**config.mk**
```make
export PLATFORM = sky130hd
export DESIGN_NAME = pst_ctrl
export DESIGN_NICKNAME = d
export VERILOG_FILES = /design/src/rtl/core/pst_pkg.sv /design/src/rtl/core/pst_ctrl.sv
export SDC_FILE = /design/constraint.sdc
export NUM_CORES = 1
export LEC_CHECK = 0
export ABC_AREA = 1
export BUFFER_PORTS_ARGS = -buffer_cell sky130_fd_sc_hd__buf_2
export CORE_AREA = 2 2 39 41
export DETAILED_ROUTE_END_ITERATION = 10
export DIE_AREA = 0 0 41 43
export GPL_TIMING_DRIVEN = 0
export HOLD_SLACK_MARGIN = 0.08
export PLACE_DENSITY = 0.45
export SYNTH_ARGS = -nofsm -noshare
export SYNTH_HDL_FRONTEND = slang
export SYNTH_SLANG_ARGS = --single-unit
```
**constraint.sdc**
```tcl
create_clock -name clk_i -period 1.1 [get_ports clk_i]
set_input_delay 0 -clock clk_i [delete_from_list [all_inputs] [get_ports clk_i]]
set_output_delay 0 -clock clk_i [all_outputs]
set_load 0.05 [all_outputs]
```
**src/rtl/core/pst_pkg.sv**
```systemverilog
`timescale 1ns / 1ps
package pst_pkg;

  localparam int SET_BITS         = 10;
  localparam int WAYS             = 4;
  localparam int PAGE_OFFSET_BITS = 12;
  localparam int ADDRESS_BITS     = 48;
  localparam int COUNTER_BITS     = 32;

  localparam int NUM_STATES = 8;
  localparam int STATE_W    = 3;
  localparam int NUM_SETS   = 1 << SET_BITS;
  localparam int TAG_W      = ADDRESS_BITS - PAGE_OFFSET_BITS;
  localparam int ENTRY_W    = 1 + TAG_W + STATE_W;
  localparam int ROW_W      = WAYS * ENTRY_W;
  localparam int WAY_BITS   = (WAYS > 1) ? $clog2(WAYS) : 1;
  localparam int CNT_DEPTH  = NUM_STATES * NUM_STATES;
  localparam int CNT_AW     = 6;
  localparam int CLR_BITS   = (SET_BITS > CNT_AW) ? SET_BITS : CNT_AW;
  localparam int CLR_DEPTH  = (NUM_SETS > CNT_DEPTH) ? NUM_SETS : CNT_DEPTH;
  localparam int PAGES_W    = 13;
  localparam int IN_W       = 64;
  localparam int OUT_W      = 88;

  typedef enum logic [1:0] {
    OP_SET  = 2'd0,
    OP_GET  = 2'd1,
    OP_CNT  = 2'd2,
    OP_NONE = 2'd3
  } op_e;

  // bit t of entry f set when move f -> t is legal
  localparam logic [7:0] LEGAL_TO [NUM_STATES] = '{
    8'hFF, 8'h8C, 8'hE0, 8'hE0, 8'hE0, 8'hC0, 8'h00, 8'h00
  };

  typedef struct packed {
    logic clr;
    logic accept;
    logic row_wr;
    logic fin;
  } cmd_t;

  typedef struct packed {
    logic clr_last;
    logic op_set;
    logic out_free;
  } sts_t;

endpackage

```
**src/rtl/core/pst_ctrl.sv**
```systemverilog
`timescale 1ns / 1ps
module pst_ctrl (
  input  logic          clk_i,
  input  logic          rst_ni,
  input  logic          in_valid_i,
  output logic          in_ready_o,
  input  pst_pkg::sts_t sts_i,
  output pst_pkg::cmd_t cmd_o
);
  import pst_pkg::*;

  typedef enum logic [3:0] {
    ST_CLEAR  = 4'b0001,
    ST_IDLE   = 4'b0010,
    ST_LOOKUP = 4'b0100,
    ST_UPDATE = 4'b1000
  } state_e;

  state_e state_q, state_d;

  always_comb begin
    state_d    = state_q;
    cmd_o      = '0;
    in_ready_o = 1'b0;
    unique case (state_q)
      ST_CLEAR: begin
        cmd_o.clr = 1'b1;
        if (sts_i.clr_last) begin
          state_d = ST_IDLE;
        end
      end
      ST_IDLE: begin
        in_ready_o   = 1'b1;
        cmd_o.accept = in_valid_i;
        if (in_valid_i) begin
          state_d = ST_LOOKUP;
        end
      end
      ST_LOOKUP: begin
        if (sts_i.op_set) begin
          cmd_o.row_wr = 1'b1;
          state_d      = ST_UPDATE;
        end else if (sts_i.out_free) begin
          cmd_o.fin = 1'b1;
          state_d   = ST_IDLE;
        end
      end
      ST_UPDATE: begin
        if (sts_i.out_free) begin
          cmd_o.fin = 1'b1;
          state_d   = ST_IDLE;
        end
      end
      default: state_d = ST_CLEAR;
    endcase
  end

  always_ff @(posedge clk_i or negedge rst_ni) begin
    if (!rst_ni) begin
      state_q <= ST_CLEAR;
    end else begin
      state_q <= state_d;
    end
  end

endmodule

```
==> summary.md <==
| Metric | Value |
|---|---|
| Final setup margin | -0.116 ns |
| Hold path startpoint | in_valid_i |
| Layout area overhead | 113% |
| Largest net degree at the start of global routing | 6 |
| Synth area leader | dfrtp_1 |
| Avg WL per Cell | 8.80 um |
| Row count | 14 |
| Net Sw Power | 0.685 mW |
| Synth Net Count | 49 |
| CTS tree | built |
| Req. time, crit path | 1.10 ns |
| Max FO, Critical Path | 3 |
| Crit share post-route | 111% |
| Ys Warns | 0 |
| Final Max Slew Viols | 0 |
| Core area | 1380 sq um |
| Total CTS buffers | 3 |
| Clock H-tree levels | 1 |
| WHS Endpoint | state_q[1] |
| Worst r2r src | state_q[0] |
| Ant. Diodes | 0 |
| Post-route DRC | 0 |
| Final net count | 75 |
| Port bufs | 10 |
| Failing checks | negative setup slack |
| I/O Pins | 11 |
| Root buf cell | clkbuf_4 |
| Register area share after synthesis | between 30% and 40% |
| GPL Wtd Cong | just under 0.7 |
| Chip Width | 41 um |
| Most flops, register | state_q |
| Crit path launch type | flop |
| Die ar. | about 1800 sq um |
| Dpl hpwl | between 400 and 500 um |
| Initial core utilization | 19.3% |
| Vias in the first global route | 320 |
| Share of cells above drive strength 1 | between 60% and 70% |
| Finished Layout Cells | 84 |
| Internal power | 0.783 mW |
| Reg clk slew, reported paths | 0.03 ns |
| Synth unique cells | 10 |
| Worst hold path type | in -> reg |
| Post-route setup TNS | -0.630 ns |
| Placed cell count | 69 |
| Max reg flops | 4 |
| Crit path DAT | about 1.2 ns |
| Mapped cell area | 268 sq um |
| Sw frac | 46.7% |
| Combinational power share | 66.0% |
| Antenna viol nets, final | 0 |
| Clock Skew | 0.00551 ns |
| Hold Vio Cnt, Final | 0 |
| # Max-Cap Violations | 0 |
| Reg2reg end | state_q[1] |
| Worst slew margin | 89.7% |
| Initial detailed-routing violation count | 1 |
| Worst skew pair latency | between 0.2 and 0.25 ns |
| Yosys reg bits | 4 |
| Mean number of vias per cell | 4.00 |
| R2r worst-path depth | 7 |
| CTS max path bufs | 2 |
| PnR Total Power | 1.47 mW |
| Share of the synthesized area in the top cell type | 28.0% |
| CTS Sinks | 4 |
| Worst hold path stage count | 4 |
| First-pass GRT wire length | 1110 um |
| Via count | 336 |
| Mean Syn Cell Area | 6.23 sq um |
| Total Routed Length | ~740 um |
| # fillers | 137 |
| Die Ht | around 43 um |
| Unrepaired setup endpoints after global routing | yes |
| Fmax | 0.822 GHz |
| Synth area leaders | dfrtp_1, inv_1, nand2_1, dfstp_2, nor2_1 |
| Worst-Margin Slew | 0.154 ns |
| Initial antenna violation count | 0 |
| Grt total ovfl | 0 |
| Status | finished, violations left |
| Worst reg-to-reg setup slack | -0.08 ns |
| Sequential Power Share | approximately 21% |
| Setup violations, final | 8 |
| Pre-Repair DR Iteration Count | 2 |
| Crit path launch | state_q[0] |
| Tmin final | 1.22 ns |
| Synth Instances | 43 |
| Total GRT Usage | 9.66% |
| Regs by FF count | state_q (4) |
| P_leak | roughly 0.28 nW |
| Clock power share | between 10% and 20% |
| VDD IR-drop max | 0.000921 V |
| Setup slack at placement | -0.0695 ns |
| Crit path kind | reg -> out |
| Setup crit end kind | output pin |
| Pwr Density | 2580 nW/um^2 |
[cell usage in the layout (no fill, tap or decap)]
master / count
buf_8: 2
nand4_1: 2
dfrtp_2: 3
o22ai_1: 1
nand2_2: 4
nand3_2: 2
buf_2: 5
nand2_1: 6
buf_4: 5
dfstp_2: 1
nand3_1: 3
dlygate4sd3_1: 5
nor2_1: 1
nor2_2: 3
buf_6: 4
clkbuf_4: 3
inv_1: 7
clkbuf_1: 1
a21oi_2: 1
nor2_4: 5
inv_2: 4
[per-stage QoR]
step,area [sq um],util [%],hold slack (ns)
finish,569,41.1,0.104
detailed placement,343,24.8,-0.194
global placement,343,24.8,-0.193
floorplan,273,-,-0.296
CTS,534,38.6,0.0894
global route,569,41.1,0.127
[worst max-delay path: stages, from the launching register on]
cell     delay (ns)
dfstp_2        0.57
buf_6          0.11
nor2_4         0.04
nand2_2        0.08
nor2_2         0.04
buf_6          0.14
[worst max path at each step]
stage                             to  slack, ns  cells past startpoint
after floorplan             cmd_o[2]      0.008                      3
after global routing        cmd_o[2]      -0.18                      4
final                       cmd_o[2]      -0.12                      5
after global placement    state_q[1]      -0.06                      7
after detailed placement  state_q[1]      -0.07                      7
after CTS                 in_ready_o      -0.13                      5
[Yosys cell counts, drive strengths merged]
cell,n
nand3,5
inv,11
nand4,2
nand2,10
nor2,9
dfstp,1
a21oi,1
o22ai,1
dfrtp,3
[layer usage]
metal	wire [um]	GRT usage (%)	vias up	share of wire (%)
met2	410	14.7	6	55
met5	0	0	-	0
li1	-	-	184	-
met1	305	11.0	146	41
met3	23	1.57	0	3.1
met4	0	8.00	0	0
[cells by family (layout without fill, tap and decap cells)]
kind of cell           Yosys count  after routing  share of synthesized area [%]
AND/OR/NAND/NOR                 26             26                           42.5
buffers and inverters           11             36                           15.4
flip-flops                       4              4                           37.9
AO/OA/AOI/OAI                    2              2                           4.21
[power groups by stage]
stage	Combinational (mW)	Clock (mW)	Sequential, mW
2_1_floorplan	0.434	0	0.254
3_3_place_gp	0.551	0	0.259
3_5_place_dp	0.553	0	0.261
4_1_cts	0.891	0.210	0.289
5_1_grt	1.06	0.213	0.311
6_report	0.968	0.196	0.304
[cell type report]
cell class                      count  area [sq um]  share of cell area [%]
Clock buffer                        4          26.3                    4.62
Inverter                           11          41.3                    7.25
Multi-Input combinational cell     28           189                    33.2
Sequential cell                     4           105                    18.5
Tap cell                           16          20.0                    3.52
Timing Repair Buffer               21           188                    33.0
[timing repair]
action	CTS	global route
setup endpoints to repair	6	9
setup buffers	5	1
gates resized for setup	27	9
pin swaps	4	3
hold buffers	5	0
gates cloned	0	0
hold endpoints to repair	6	0
(Power assumes the default switching activity.)
